**src/hdl/cau_pkg.sv**
```systemverilog
package cau_pkg;

   localparam int DATA_WIDTH = 16;
   localparam int FRAC_BITS  = 8;
   localparam int PW = 2 * DATA_WIDTH;
   localparam int MW = 2 * DATA_WIDTH + 1;
   localparam int SW = 2 * DATA_WIDTH + 2;
   localparam int NW = MW + FRAC_BITS;

   typedef enum logic [1:0] {
      CMD_ADD = 2'd0,
      CMD_SUB = 2'd1,
      CMD_MUL = 2'd2,
      CMD_DIV = 2'd3
   } cmd_type;

   typedef enum logic [1:0] {
      ST_OK   = 2'd0,
      ST_SAT  = 2'd1,
      ST_DIV0 = 2'd2
   } status_type;

   typedef struct packed {
      logic [1:0]                   command;
      logic signed [DATA_WIDTH-1:0] a_re;
      logic signed [DATA_WIDTH-1:0] a_im;
      logic signed [DATA_WIDTH-1:0] b_re;
      logic signed [DATA_WIDTH-1:0] b_im;
   } req_type;

   typedef struct packed {
      logic signed [DATA_WIDTH-1:0] res_re;
      logic signed [DATA_WIDTH-1:0] res_im;
      logic [1:0]                   status;
   } rsp_type;

   typedef struct packed {
      logic                  neg;
      logic [MW-1:0]         mag;
      logic [MW-1:0]         r;
      logic [DATA_WIDTH-1:0] lo;
      logic [DATA_WIDTH-1:0] q;
      logic                  ovf;
   } lane_type;

   typedef struct packed {
      logic          vld;
      cmd_type       cmd;
      logic [MW-1:0] den;
      lane_type      re;
      lane_type      im;
   } beat_type;

endpackage

```
**src/hdl/cau_front.sv**
```systemverilog
module cau_front
   import cau_pkg::*;
(
   input  logic     clock,
   input  logic     reset,
   input  logic     en,
   input  logic     in_vld,
   input  req_type  in_req,
   output beat_type out_beat
);

   function automatic logic [SW-1:0] sx(input logic neg, input logic [PW-1:0] mag);
      logic [SW-1:0] v;
      v = {2'b00, mag};
      return neg ? (~v + 1'b1) : v;
   endfunction

   function automatic logic [SW-1:0] dx(input logic [DATA_WIDTH-1:0] v);
      return {{(SW-DATA_WIDTH){v[DATA_WIDTH-1]}}, v};
   endfunction

   function automatic logic [DATA_WIDTH-1:0] mg(input logic [DATA_WIDTH-1:0] v);
      return v[DATA_WIDTH-1] ? (~v + 1'b1) : v;
   endfunction

   function automatic lane_type mk(input logic [SW-1:0] s, input logic [MW-1:0] den);
      lane_type l;
      logic [NW-1:0] n;
      logic [NW-DATA_WIDTH-1:0] top;
      l.neg = s[SW-1];
      l.mag = s[SW-1] ? MW'(~s + 1'b1) : s[MW-1:0];
      n = {l.mag, {FRAC_BITS{1'b0}}};
      top = n[NW-1:DATA_WIDTH];
      l.ovf = MW'(top) >= den;
      l.r = MW'(top);
      l.lo = n[DATA_WIDTH-1:0];
      l.q = '0;
      return l;
   endfunction

   logic    s1_vld_ff, s2_vld_ff;
   req_type s1_req_ff;
   logic    s1_nar_ff, s1_nai_ff, s1_nbr_ff, s1_nbi_ff;
   logic [PW-1:0] p_rr_ff, p_ii_ff, p_ri_ff, p_ir_ff, p_bb_ff, p_cc_ff;
   logic [DATA_WIDTH-1:0] m_ar, m_ai, m_br, m_bi;

   cmd_type       s2_cmd_ff;
   logic [SW-1:0] s2_re_ff, s2_im_ff;
   logic [MW-1:0] s2_den_ff;
   logic [SW-1:0] re_in, im_in;
   beat_type      s3_ff;

   assign m_ar = mg(in_req.a_re);
   assign m_ai = mg(in_req.a_im);
   assign m_br = mg(in_req.b_re);
   assign m_bi = mg(in_req.b_im);

   always_comb begin
      case (cmd_type'(s1_req_ff.command))
         CMD_ADD: begin
            re_in = dx(s1_req_ff.a_re) + dx(s1_req_ff.b_re);
            im_in = dx(s1_req_ff.a_im) + dx(s1_req_ff.b_im);
         end
         CMD_SUB: begin
            re_in = dx(s1_req_ff.a_re) - dx(s1_req_ff.b_re);
            im_in = dx(s1_req_ff.a_im) - dx(s1_req_ff.b_im);
         end
         CMD_MUL: begin
            re_in = sx(s1_nar_ff ^ s1_nbr_ff, p_rr_ff) - sx(s1_nai_ff ^ s1_nbi_ff, p_ii_ff);
            im_in = sx(s1_nar_ff ^ s1_nbi_ff, p_ri_ff) + sx(s1_nbr_ff ^ s1_nai_ff, p_ir_ff);
         end
         default: begin
            re_in = sx(s1_nar_ff ^ s1_nbr_ff, p_rr_ff) + sx(s1_nai_ff ^ s1_nbi_ff, p_ii_ff);
            im_in = sx(s1_nbr_ff ^ s1_nai_ff, p_ir_ff) - sx(s1_nar_ff ^ s1_nbi_ff, p_ri_ff);
         end
      endcase
   end

   always_ff @(posedge clock) begin
      if (reset) begin
         s1_vld_ff <= 1'b0;
         s2_vld_ff <= 1'b0;
         s3_ff.vld <= 1'b0;
      end else if (en) begin
         s1_vld_ff <= in_vld;
         s2_vld_ff <= s1_vld_ff;
         s3_ff.vld <= s2_vld_ff;
      end
      if (en) begin
         s1_req_ff <= in_req;
         s1_nar_ff <= in_req.a_re[DATA_WIDTH-1];
         s1_nai_ff <= in_req.a_im[DATA_WIDTH-1];
         s1_nbr_ff <= in_req.b_re[DATA_WIDTH-1];
         s1_nbi_ff <= in_req.b_im[DATA_WIDTH-1];
         p_rr_ff   <= PW'(m_ar) * PW'(m_br);
         p_ii_ff   <= PW'(m_ai) * PW'(m_bi);
         p_ri_ff   <= PW'(m_ar) * PW'(m_bi);
         p_ir_ff   <= PW'(m_br) * PW'(m_ai);
         p_bb_ff   <= PW'(m_br) * PW'(m_br);
         p_cc_ff   <= PW'(m_bi) * PW'(m_bi);
         s2_cmd_ff <= cmd_type'(s1_req_ff.command);
         s2_re_ff  <= re_in;
         s2_im_ff  <= im_in;
         s2_den_ff <= MW'(p_bb_ff) + MW'(p_cc_ff);
         s3_ff.cmd <= s2_cmd_ff;
         s3_ff.den <= s2_den_ff;
         s3_ff.re  <= mk(s2_re_ff, s2_den_ff);
         s3_ff.im  <= mk(s2_im_ff, s2_den_ff);
      end
   end

   assign out_beat = s3_ff;

endmodule

```
**config.mk**
```make
export PLATFORM = sky130hd
export DESIGN_NAME = cau_front
export DESIGN_NICKNAME = d
export VERILOG_FILES = /design/src/hdl/cau_pkg.sv /design/src/hdl/cau_front.sv
export SDC_FILE = /design/constraint.sdc
export NUM_CORES = 2
export LEC_CHECK = 0
export BUFFER_PORTS_ARGS = -buffer_cell sky130_fd_sc_hd__buf_2
export CORE_UTILIZATION = 31
export DETAILED_ROUTE_END_ITERATION = 10
export MAX_ROUTING_LAYER = met4
export PLACE_DENSITY = 0.45
export SYNTH_ARGS = -nofsm -noshare
export SYNTH_HDL_FRONTEND = slang
export SYNTH_SLANG_ARGS = --single-unit
export TNS_END_PERCENT = 20
```
**constraint.sdc**
```tcl
create_clock -name clock -period 10.3 [get_ports clock]
set_input_delay 2.06 -clock clock [delete_from_list [all_inputs] [get_ports clock]]
set_output_delay 2.06 -clock clock [all_outputs]
set_load 0.03 [all_outputs]
```
==> reports/qor.txt <==
delay-heaviest family, CP: adder cells
Worst-path clk slew: 0.08 ns
ys async rst share: 0%
Ports: 306
Worst Setup Start Kind: input port
Die X: 501 um
share of cells above drive strength 1: 11.0%
Detail Route Antenna Nets: 0
routed len/inst: 22.5 um
root buffer cell: clkbuf_16
Die Span Y: 501 um
FP Rows: 182
number of synthesized flops with an enable pin: 462
Seq/Total Area, Yosys: 18.0%
antenna violations before repair: 38
gr ovfl total: 0
die area: 251000 sq um
Crit-path slowest cell: fa_1
Num CTS Buffers: 57
synthesis-to-finish area growth: 13.3%
Clock Sinks: 465
Synth Register Bits: 465
vias in the first global route: 62100
largest net degree at the start of global routing: 162
final hold violations: 0
Clock Latency Late Sink: 0.71 ns
GPL Wtd Cong: 0.947
Crit Path Category: in2reg
Pre-antenna DRT Iters: 8
post-CTS setup buffers: 0
clk buf depth: 3
Worst-Margin Slew: 1.25 ns
clk_skew: 0.0317 ns
Final Cycle Share: 94.6%
Setup crit end kind: flip-flop
worst setup margin: 0.554 ns
H-Tree Depth: 2
DRC: 0
fin util: 35.4%
core area: 247000 sq um
max incr delay on CP: 0.53 ns
min-delay worst type: reg2reg
worst path required time: 10.75 ns
total number of vias: 60800
TritonCTS clock tree: built
Via density: 4.95
Initial Util: 31.3%
Total Wirelength: 276000 um
GRT Overall Usage: 22.7%
total of max-cap violations: 0
DR iter-0 viols: 4692
crit path max fanout: 11
Period minus WS final: 9.75 ns
global-route wire length before repair: 409000 um
top_reg_cell synth: edfxtp_1
Nets: 10900
Slew headroom: 16.2%
port bufs: 241
crit-path most repeated cell: fa_1
placed wire-length estimate: 235000 um
Unique masters post-synth: 91
worst slack at placement: -0.160 ns
Max Slew Vio Count: 0
RSZ-0062 raised after global routing: false
Hold WS: 0.418 ns
# setup viols final: 0
Synth Cell Area: 77200 sq um
Avg Cell Area, Syn: 9.15 sq um
Ys Warns: 0
Critical Path AT: 10.20 ns
fmax: 103 MHz
run status: completed
Post-Syn Instances: 8438
CP bufs+invs: 9
[cells in the mapped netlist, types with 10 or more instances]
| cell | number | area share (%) |
|---|---|---|
| or3_1 | 44 | 0.36 |
| nand4_1 | 37 | 0.30 |
| o21a_1 | 55 | 0.53 |
| nand2_1 | 853 | 4.1 |
| fa_1 | 1110 | 29 |
| mux2i_1 | 14 | 0.18 |
| and3_1 | 35 | 0.28 |
| a21boi_0 | 10 | 0.097 |
| nor3_1 | 86 | 0.56 |
| buf_1 | 28 | 0.14 |
| edfxtp_1 | 462 | 18 |
| nor2_1 | 921 | 4.5 |
| nand3_1 | 67 | 0.43 |
| inv_1 | 1481 | 7.2 |
| xnor2_1 | 402 | 4.6 |
| a31oi_1 | 50 | 0.41 |
| a41oi_1 | 16 | 0.18 |
| o31ai_1 | 53 | 0.52 |
| a21oi_1 | 333 | 2.2 |
| nor4_1 | 40 | 0.32 |
| buf_4 | 130 | 1.3 |
| o211ai_1 | 17 | 0.17 |
| and2_1 | 24 | 0.19 |
| or4_1 | 29 | 0.28 |
| xor2_1 | 198 | 2.2 |
| o41ai_1 | 34 | 0.39 |
| nor3b_1 | 15 | 0.15 |
| clkbuf_1 | 277 | 1.3 |
| clkinv_1 | 12 | 0.058 |
| a211oi_1 | 36 | 0.35 |
| o31a_1 | 12 | 0.14 |
| nor2b_1 | 56 | 0.45 |
| a21o_1 | 126 | 1.2 |
| a2111oi_0 | 15 | 0.17 |
| or2_2 | 18 | 0.15 |
| nand2b_1 | 63 | 0.51 |
| o21bai_1 | 44 | 0.43 |
| ha_1 | 827 | 13 |
| o21ai_0 | 251 | 1.6 |
[worst paths after layout]
check / from / end / slack (ns) / depth (start not counted)
min reg2reg: s2_cmd_ff[0] / out_beat[233] / 0.42 / 0
max: in_req[0] / p_ri_ff[30] / 0.55 / 32
max reg2reg: p_ri_ff[0] / s2_im_ff[32] / 3.13 / 19
min: s2_cmd_ff[0] / out_beat[233] / 0.42 / 0
[through the flow]
stage	cells	area [sq um]	setup TNS, ns
finish	12300	87500	0
global route	12300	87500	0
CTS	12300	87400	0
detailed placement	12200	85500	-0.393
global placement	12200	85500	-0.306
floorplan	8522	77500	-0.0756
[cell type report]
| cell class | count | area (sq um) |
|---|---|---|
| fill | 25500 | 159000 |
| inverter | 1498 | 5620 |
| sequential | 465 | 13900 |
| clock buffer | 66 | 1490 |
| clock inverter | 40 | 425 |
| tap | 3312 | 4140 |
| timing repair buffer | 775 | 5490 |
| antenna | 14 | 35.0 |
| multi-input combinational | 6118 | 56300 |
[sequential cells by signal, indices dropped and copies added (netlist names)]
name / flops
s2_cmd_ff: 2
s1_vld_ff: 1
s2_re_ff: 34
p_bb_ff: 30
out_beat: 106
p_cc_ff: 30
s2_den_ff: 33
p_ii_ff: 32
p_ir_ff: 32
s2_vld_ff: 1
s1_req_ff: 66
p_rr_ff: 32
s2_im_ff: 34
p_ri_ff: 32
[cells by family (layout without fill, tap and decap cells)]
kind of cell,after synthesis,count (layout),share of synthesized area [%]
fa+ha+maj,1937,1937,42.2
compound gates,1132,1132,9.30
xor+xnor,600,600,6.81
buf+inv,1939,2379,10.1
mux,19,19,0.254
simple gates,2344,2344,13.3
flops,465,465,18.0
other cells,2,100,0.00973
[cells in the final DEF, fill, tap and decap left out, drive strengths merged, types with 25 or more instances in the layout]
cell / synthesis / final
buf: 163 / 775
edfxtp: 462 / 462
inv: 1486 / 1494
clkbuf: 278 / 66
a211oi: 36 / 36
a31oi: 50 / 50
nand2b: 64 / 64
a21oi: 333 / 333
nor2b: 56 / 56
xnor2: 402 / 402
ha: 827 / 827
nand4: 37 / 37
nor4: 46 / 46
clkinv: 12 / 33
xor2: 198 / 198
a21o: 126 / 126
nand3: 67 / 67
fa: 1110 / 1110
nand2: 853 / 853
nor2: 922 / 922
nor3: 88 / 88
or4: 31 / 31
o21bai: 44 / 44
o31ai: 53 / 53
o21ai: 258 / 258
conb: 2 / 86
and3: 35 / 35
o41ai: 35 / 35
or3: 44 / 44
o21a: 55 / 55
and2: 25 / 25
[per-layer routing]
metal	vias up	global-route usage [%]	wire length, um
met1	30900	30.4	124000
met2	1822	35.7	126000
li1	27800	-	-
met5	-	-	0
met3	298	2.88	16800
met4	0	6.73	8800
[timing repair]
item | CTS | global route
setup endpoints to repair | 0 | 1
hold buffers | 0 | 0
resized for setup | 0 | 2
Power is not shown: default switching activity piles up to over one toggle a cycle in this logic, so the estimate is an artifact.
