### src/hdl/cau_pkg.sv
package cau_pkg;

   localparam int DATA_WIDTH = 16;
   localparam int FRAC_BITS  = 8;
   localparam int PW = 2 * DATA_WIDTH;
   localparam int MW = 2 * DATA_WIDTH + 1;
   localparam int SW = 2 * DATA_WIDTH + 2;
   localparam int NW = MW + FRAC_BITS;

   typedef enum logic [1:0] {
      CMD_ADD = 2'd0,
      CMD_SUB = 2'd1,
      CMD_MUL = 2'd2,
      CMD_DIV = 2'd3
   } cmd_type;

   typedef enum logic [1:0] {
      ST_OK   = 2'd0,
      ST_SAT  = 2'd1,
      ST_DIV0 = 2'd2
   } status_type;

   typedef struct packed {
      logic [1:0]                   command;
      logic signed [DATA_WIDTH-1:0] a_re;
      logic signed [DATA_WIDTH-1:0] a_im;
      logic signed [DATA_WIDTH-1:0] b_re;
      logic signed [DATA_WIDTH-1:0] b_im;
   } req_type;

   typedef struct packed {
      logic signed [DATA_WIDTH-1:0] res_re;
      logic signed [DATA_WIDTH-1:0] res_im;
      logic [1:0]                   status;
   } rsp_type;

   typedef struct packed {
      logic                  neg;
      logic [MW-1:0]         mag;
      logic [MW-1:0]         r;
      logic [DATA_WIDTH-1:0] lo;
      logic [DATA_WIDTH-1:0] q;
      logic                  ovf;
   } lane_type;

   typedef struct packed {
      logic          vld;
      cmd_type       cmd;
      logic [MW-1:0] den;
      lane_type      re;
      lane_type      im;
   } beat_type;

endpackage

### src/hdl/cau_div_cell.sv
module cau_div_cell
   import cau_pkg::*;
(
   input  logic     clock,
   input  logic     reset,
   input  logic     en,
   input  beat_type in_beat,
   output beat_type out_beat
);

   function automatic lane_type step(input lane_type l, input logic [MW-1:0] den);
      lane_type o;
      logic [MW-1:0] r2;
      o = l;
      r2 = {l.r[MW-2:0], l.lo[DATA_WIDTH-1]};
      o.lo = {l.lo[DATA_WIDTH-2:0], 1'b0};
      if (r2 >= den) begin
         o.r = r2 - den;
         o.q = {l.q[DATA_WIDTH-2:0], 1'b1};
      end else begin
         o.r = r2;
         o.q = {l.q[DATA_WIDTH-2:0], 1'b0};
      end
      return o;
   endfunction

   beat_type beat_ff;

   always_ff @(posedge clock) begin
      if (reset) begin
         beat_ff.vld <= 1'b0;
      end else if (en) begin
         beat_ff.vld <= in_beat.vld;
      end
      if (en) begin
         beat_ff.cmd <= in_beat.cmd;
         beat_ff.den <= in_beat.den;
         beat_ff.re  <= step(in_beat.re, in_beat.den);
         beat_ff.im  <= step(in_beat.im, in_beat.den);
      end
   end

   assign out_beat = beat_ff;

endmodule

### config.mk
export PLATFORM = sky130hd
export DESIGN_NAME = cau_div_cell
export DESIGN_NICKNAME = d
export VERILOG_FILES = /design/src/hdl/cau_pkg.sv /design/src/hdl/cau_div_cell.sv
export SDC_FILE = /design/constraint.sdc
export NUM_CORES = 1
export LEC_CHECK = 0
export ABC_AREA = 0
export BUFFER_PORTS_ARGS = -buffer_cell sky130_fd_sc_hd__buf_4
export CORE_AREA = 8 8 176 178
export DETAILED_ROUTE_END_ITERATION = 7
export DIE_AREA = 0 0 184 186
export PLACE_DENSITY = 0.7
export SLEW_MARGIN = 20
export SYNTH_ARGS = -nofsm -noshare
export SYNTH_HDL_FRONTEND = slang
export SYNTH_SLANG_ARGS = --single-unit
export TNS_END_PERCENT = 5
### constraint.sdc
create_clock -name clock -period 9.3 [get_ports clock]
set_input_delay 1.86 -clock clock [delete_from_list [all_inputs] [get_ports clock]]
set_output_delay 1.86 -clock clock [all_outputs]
set_load 0.01 [all_outputs]
==> flow_summary.toml, run 1 <==
[cts]
numCtsBuffers = 27
post_cts_resized = 0
cts_tree = "yes"
cts_hold_buf = 0
clockBufferDepth = 3
cts-root-buf = "clkbuf_16"
clock-sinks = 234
h-tree-depth = 1
postCtsSetupRepairBufs = 0
insertion_delay_ns = 0.53
path_clk_slew_ns = 0.06

[yosys]
synth-edff-count = 233
yosys_most_used_dff = "edfxtp_1"
yosysSeqAreaShare = 0.602
syn_avg_cell_area_um2 = 13.3
synth_warnings = 0
syn_area_um2 = 11700
synthCells = 876
ys_ff_latch = 234
ys_types = 60
async_flop_share = 0

[global_route]
overflow = 0
antenna_found_initial = 12
first_global_vias = 9057
grt_pass1_wl_mm = 58.0
grt_use_total = 0.228
grt_max_degree = 88

[worst_setup_path]
crit_chain = "buf_4 -> inv_1 -> ha_1 -> nor2b_1 -> o211ai_1 -> a21boi_0 -> nor2_1 -> o2111ai_1 -> nand3_1 -> o211ai_1 -> a31oi_1 -> inv_1 -> buf_4 -> mux2_2"
arrival_ns = 5.46
rr_startpoint = "out_beat[235]$_SDFFE_PP0P_"
slowest_delay_ns = 0.47
start_kind = "input port"
cp_data_required_time_ns = 9.58
end_kind = "flip-flop"
criticalPathCategory = "in2reg"
cp_slowest_cell = "inv_1"
r2r_slack_ns = 8.70
r2r_end = "out_beat[235]$_SDFFE_PP0P_"
r2r_cells = 2
path_max_fanout = 21

[power]
p_leak_nw = 7.18
power.density_nw_per_um2 = 183
irDropWorstVdd_mv = 0.132
power_mw = 2.99

[place]
hpwl_mm = 33.8
pre_cts_ws_ns = 3.57
finalWeightedCongestion = 0.897
port_buffers = 468

[route]
drc_errors = 0
avgRoutedWirePerCell_um = 23.5
firstDrtPassIters = 5
wl_mm = 41.4
ant_nets = 0
num_vias = 9065
drt_first_iter_violations = 516
viasPerCell = 5.13

[sta]
finalCritPeriodShare = 0.557
min_period_ns = 5.18
final_hold_viol_count = 0
drv_slew = 0
setup_tns_ns = 0
rsz0062_at_grt = "no"
setup_viol = 0
tightest_slew_ns = 1.07
max_freq_mhz = 193
slew_headroom = 0.285
fin_ws_ns = 4.12
finClkSkew_ns = 0

[outcome]
outcome = "finished, final reports clean"

[final_layout]
largest_reg_flops = 234
utilization = 0.581
drive_gt1_frac = 0.419
seqCellArea_um2 = 7020
fillCellCount = 2378
syn2layout_area_growth_pct = 40.5
final_nets = 1666
multiInputGateArea_um2 = 4330

[die]
pin_count = 475
core_region_area_um2 = 28200
std_cell_rows = 62
die_w_um = 184
initial_utilization = 0.413
die_h_um = 186
die-area_um2 = 34200

[worst_hold_path]
min_path_cells = 2
min_from = "out_beat[235]$_SDFFE_PP0P_"
min_to = "out_beat[235]$_SDFFE_PP0P_"
hold_path.class = "reg2reg"

[flow_run]
drv_cap = 0
==> cell usage in the layout, fill, tap and decap left out, types with 3 or more instances in the layout <==
| cell type | count |
|---|---|
| nand4_1 | 11 |
| o21a_1 | 7 |
| a31oi_1 | 7 |
| mux2_2 | 33 |
| nor3_1 | 3 |
| nand2b_1 | 10 |
| inv_1 | 55 |
| clkbuf_1 | 5 |
| clkbuf_16 | 27 |
| clkinv_1 | 6 |
| nand3_1 | 21 |
| xnor2_1 | 38 |
| xor2_1 | 17 |
| nor4_1 | 3 |
| or3_1 | 3 |
| ha_1 | 66 |
| o21bai_1 | 7 |
| and2_1 | 6 |
| a311oi_1 | 3 |
| a21o_1 | 25 |
| diode_2 | 3 |
| a21boi_0 | 4 |
| mux2i_1 | 7 |
| nand2_1 | 51 |
| edfxtp_1 | 233 |
| a211oi_1 | 3 |
| a221oi_1 | 4 |
| nor2b_1 | 9 |
| nor2_1 | 49 |
| a21oi_1 | 65 |
| mux2_4 | 26 |
| and3_1 | 9 |
| clkinv_2 | 5 |
| o31ai_1 | 7 |
| or4_1 | 4 |
| o2111ai_1 | 3 |
| o21ai_0 | 33 |
| clkinvlp_4 | 3 |
| o211ai_1 | 5 |
| buf_4 | 471 |
==> critical path, delay by kind of cell <==
family          cells  cell delay, ns
compound gates      5            1.33
fa+ha+maj           1            0.29
buf+inv             4            1.06
mux                 1            0.38
simple gates        3            0.52
==> cell usage after synthesis (11+ instances only) <==
cell type | number | area share
nand2_1 | 51 | 0.016
nor2_1 | 49 | 0.016
a21oi_1 | 65 | 0.028
edfxtp_1 | 233 | 0.60
nand4_1 | 11 | 0.0059
clkbuf_1 | 11 | 0.0035
nand3_1 | 21 | 0.0090
xor2_1 | 17 | 0.013
mux2_4 | 26 | 0.033
xnor2_1 | 38 | 0.029
mux2_2 | 33 | 0.032
inv_1 | 55 | 0.018
a21o_1 | 25 | 0.016
ha_1 | 66 | 0.071
o21ai_0 | 33 | 0.014
==> power by group <==
| group | switching [mW] | internal (mW) | total [mW] |
|---|---|---|---|
| Combinational | 0.361 | 0.355 | 0.715 |
| Sequential | 0.0286 | 1.29 | 1.31 |
| Clock | 0.430 | 0.533 | 0.963 |
==> metrics by stage <==
step | instance area (um2) | instances | hold WS [ns]
3_3_place_gp | 15600 | 1714 | 0.480
3_5_place_dp | 15600 | 1714 | 0.497
2_1_floorplan | 11700 | 877 | 0.528
6_report | 16400 | 1766 | 0.529
5_1_grt | 16400 | 1765 | 0.545
4_1_cts | 16400 | 1763 | 0.528
==> layer usage <==
layer	track usage	wire length, um	up-vias
li1	-	-	4291
met4	0.0858	1460	16
met2	0.402	20900	350
met1	0.238	14500	4324
met5	0	109	-
met3	0.0997	4480	84
==> worst max path at each step <==
stage | from | to | slack (ns) | cells after the start
4_1_cts | in_beat[201] | out_beat[154]$_DFFE_PP_ | 4.12 | 14
3_3_place_gp | in_beat[201] | out_beat[165]$_DFFE_PP_ | 3.58 | 14
5_1_grt | in_beat[201] | out_beat[158]$_DFFE_PP_ | 3.76 | 14
3_5_place_dp | in_beat[201] | out_beat[147]$_DFFE_PP_ | 3.57 | 14
2_1_floorplan | in_beat[132] | out_beat[165]$_DFFE_PP_ | 4.54 | 12
6_report | in_beat[201] | out_beat[154]$_DFFE_PP_ | 4.12 | 14
==> cell families after synthesis <==
group / after synthesis / share of synthesized area
buf+inv: 75 / 0.0277
compound gates: 196 / 0.110
flops: 234 / 0.602
other cells: 1 / 0.000322
fa+ha+maj: 68 / 0.0742
mux: 66 / 0.0713
simple gates: 181 / 0.0737
xor+xnor: 55 / 0.0413
==> cell type report <==
type,count,area share
tap,384,0.0293
timing repair buffer,473,0.217
clock inverter,17,0.00588
sequential,234,0.428
clock buffer,32,0.0424
inverter,55,0.0126
antenna,3,0.000458
multi-input combinational,568,0.264
Power figures use the tool's default switching activity.
==> run 2: changes to the inputs <==
--- a/config.mk
+++ b/config.mk
@@ -5,12 +5,12 @@
 export SDC_FILE = /design/constraint.sdc
 export NUM_CORES = 1
 export LEC_CHECK = 0
-export ABC_AREA = 0
+export ABC_AREA = 1
 export BUFFER_PORTS_ARGS = -buffer_cell sky130_fd_sc_hd__buf_4
-export CORE_AREA = 8 8 176 178
+export CORE_AREA = 8 8 178 180
 export DETAILED_ROUTE_END_ITERATION = 7
-export DIE_AREA = 0 0 184 186
-export PLACE_DENSITY = 0.7
+export DIE_AREA = 0 0 186 188
+export PLACE_DENSITY = 0.76
 export SLEW_MARGIN = 20
 export SYNTH_ARGS = -nofsm -noshare
 export SYNTH_HDL_FRONTEND = slang
==> constraint.sdc (replaced) <==
create_clock -name clock -period 5.22 [get_ports clock]
set_input_delay 1.044 -clock clock [delete_from_list [all_inputs] [get_ports clock]]
set_output_delay 1.044 -clock clock [all_outputs]
set_load 0.01 [all_outputs]
==> run 2 against run 1 <==
  * Area after synthesis is 16% higher
  * Setup slack worse by 2.2 ns
  * Critical path type unchanged
  * Sequential share of layout area is 4.6 points lower
  * Flip-flop and latch count stayed put
  * Synthesized cell count is 80% higher
  * Clock-buffer cell count is 2 higher
  * Cell area is 12% higher
  * Total power is 87% higher
==> flow_summary.toml, run 2 <==
[cts]
insertion_delay_ns = 0.54
path_clk_slew_ns = 0.06
clockBufferDepth = 3
cts_tree = "yes"
cts-root-buf = "clkbuf_16"
h-tree-depth = 1
numCtsBuffers = 26
post_cts_resized = 0
postCtsSetupRepairBufs = 0
clock-sinks = 234
cts_hold_buf = 0

[final_layout]
syn2layout_area_growth_pct = 35.1
final_nets = 2369
drive_gt1_frac = 0.281
layout_commonest_cell = "nand2_1"
multiInputGateArea_um2 = 5310
seqCellArea_um2 = 7020
final_cell_mix = "584 x nand2_1, 470 x buf_4, 280 x inv_1"
fillCellCount = 2552
largest_reg_flops = 234
utilization = 0.633

[die]
die-area_um2 = 35000
pin_count = 475
initial_utilization = 0.468
std_cell_rows = 63
die_h_um = 188
core_region_area_um2 = 29000
die_w_um = 186

[yosys]
ys_ff_latch = 234
synth_most_common_cell = "nand2_1"
syn_area_um2 = 13600
syn_avg_cell_area_um2 = 8.59
synthTopCellsByArea = "edfxtp_1 51%, nand2_1 16%, inv_1 7.7%"
yosysSeqAreaShare = 0.516
synth_common_cells = "584 x nand2_1, 280 x inv_1, 233 x edfxtp_1"
async_flop_share = 0
synth-edff-count = 233
synth_warnings = 0
yosys_most_used_dff = "edfxtp_1"
synth_area_leader_cell = "edfxtp_1"
synthCells = 1581
synth_top_area_share = 0.515
ys_types = 32

[power]
irDropWorstVdd_mv = 0.253
p_leak_nw = 9.31
power_mw = 5.60
power.density_nw_per_um2 = 305

[sta]
final_hold_viol_count = 0
min_period_ns = 3.27
rsz0062_at_grt = "no"
finalCritPeriodShare = 0.627
max_freq_mhz = 306
tightest_slew_ns = 0.918
finClkSkew_ns = 0
setup_tns_ns = 0
setup_viol = 0
drv_slew = 0
fin_ws_ns = 1.95
slew_headroom = 0.388

[place]
port_buffers = 468
hpwl_mm = 41.6
pre_cts_ws_ns = 1.47
finalWeightedCongestion = 0.925

[route]
firstDrtPassIters = 5
drc_errors = 0
avgRoutedWirePerCell_um = 20.6
viasPerCell = 5.05
wl_mm = 51.0
drt_first_iter_violations = 981
ant_nets = 0
num_vias = 12500

[worst_setup_path]
end_kind = "flip-flop"
criticalPathCategory = "in2reg"
cp_data_required_time_ns = 5.50
arrival_ns = 3.55
path_max_fanout = 36
start_kind = "input port"

[global_route]
grt_pass1_wl_mm = 73.1
overflow = 0
grt_use_total = 0.279
antenna_found_initial = 6
grt_max_degree = 119
first_global_vias = 12200

[outcome]
outcome = "finished, final reports clean"

[worst_hold_path]
hold_path.class = "reg2reg"

[flow_run]
drv_cap = 0
==> run 2: changes by cell type in the layout (fill, tap and decap cells not counted), sizes merged, moves of 30 or more <==
| cell | before | now |
|---|---|---|
| inv | 56 | 294 |
| o21ai | 34 | 4 |
| xnor2 | 38 | 0 |
| nand2 | 51 | 596 |
| nor2 | 49 | 85 |
| nand3 | 21 | 136 |
| mux2 | 59 | 0 |
==> run 2: path summary, 6_finish.rpt <==
path	startpoint	end	slack [ns]	cells after the start
setup / recovery	in_beat[227]	out_beat[33]$_DFFE_PP_	1.95	11
hold reg to reg	out_beat[235]$_SDFFE_PP0P_	out_beat[235]$_SDFFE_PP0P_	0.56	2
setup reg to reg	out_beat[235]$_SDFFE_PP0P_	out_beat[235]$_SDFFE_PP0P_	4.58	2
hold / removal	out_beat[235]$_SDFFE_PP0P_	out_beat[235]$_SDFFE_PP0P_	0.56	2
==> run 2: cell families after synthesis <==
kind of cell               count (synthesis)  synth area share
AOI/OAI and AO/OA                         54            0.0206
xor gates and xnor gates                  28            0.0180
adders and majority gates                 68            0.0637
buffers and inverters                    314            0.0933
DFF                                      234             0.516
muxes                                      1          0.000737
other                                      1          0.000276
and+or+nand+nor                          881             0.287
==> run 2: power breakdown <==
group	internal (mW)	switching, mW	total, mW	leakage [nW]
clock	1.09	0.763	1.85	0.423
sequential	2.29	0.0548	2.35	2.29
combinational	0.575	0.831	1.41	6.61
total	3.95	1.65	5.60	9.31
==> run 2: area by class of cell <==
class                   count  share of cell area
clock buffers              34              0.0399
inverters                 294              0.0601
diodes                      3            0.000409
flip-flops and latches    234               0.382
multi-input cells        1034               0.289
repair buffers            472               0.194
well taps                 390              0.0266
clock inverters            14             0.00730
==> run 2: worst max-delay path, stage by stage <==
cell and delay [ns]:
buf_4 0.11, inv_1 0.14, ha_1 0.31, nand2_1 0.22, o21bai_1 0.11, a21oi_1 0.23
nand2_1 0.14, nor2_4 0.57, nand2_8 0.36, nand2_1 0.18, o21ai_0 0.09
==> run 2: metrics by stage <==
stage	instances	hold slack, ns	cell area [um2]
after global placement	2424	0.480	17500
after global routing	2475	0.606	18400
final	2475	0.564	18400
after detailed placement	2424	0.533	17500
after CTS	2472	0.551	18300
after floorplan	1582	0.528	13600
==> run 2: routing by layer <==
| layer | track usage | vias up | routed length (um) |
|---|---|---|---|
| met5 | 0 | - | 41 |
| met4 | 0.125 | 6 | 2320 |
| met3 | 0.0706 | 114 | 4390 |
| met2 | 0.494 | 521 | 25500 |
| met1 | 0.308 | 5849 | 18700 |
| li1 | - | 6001 | - |
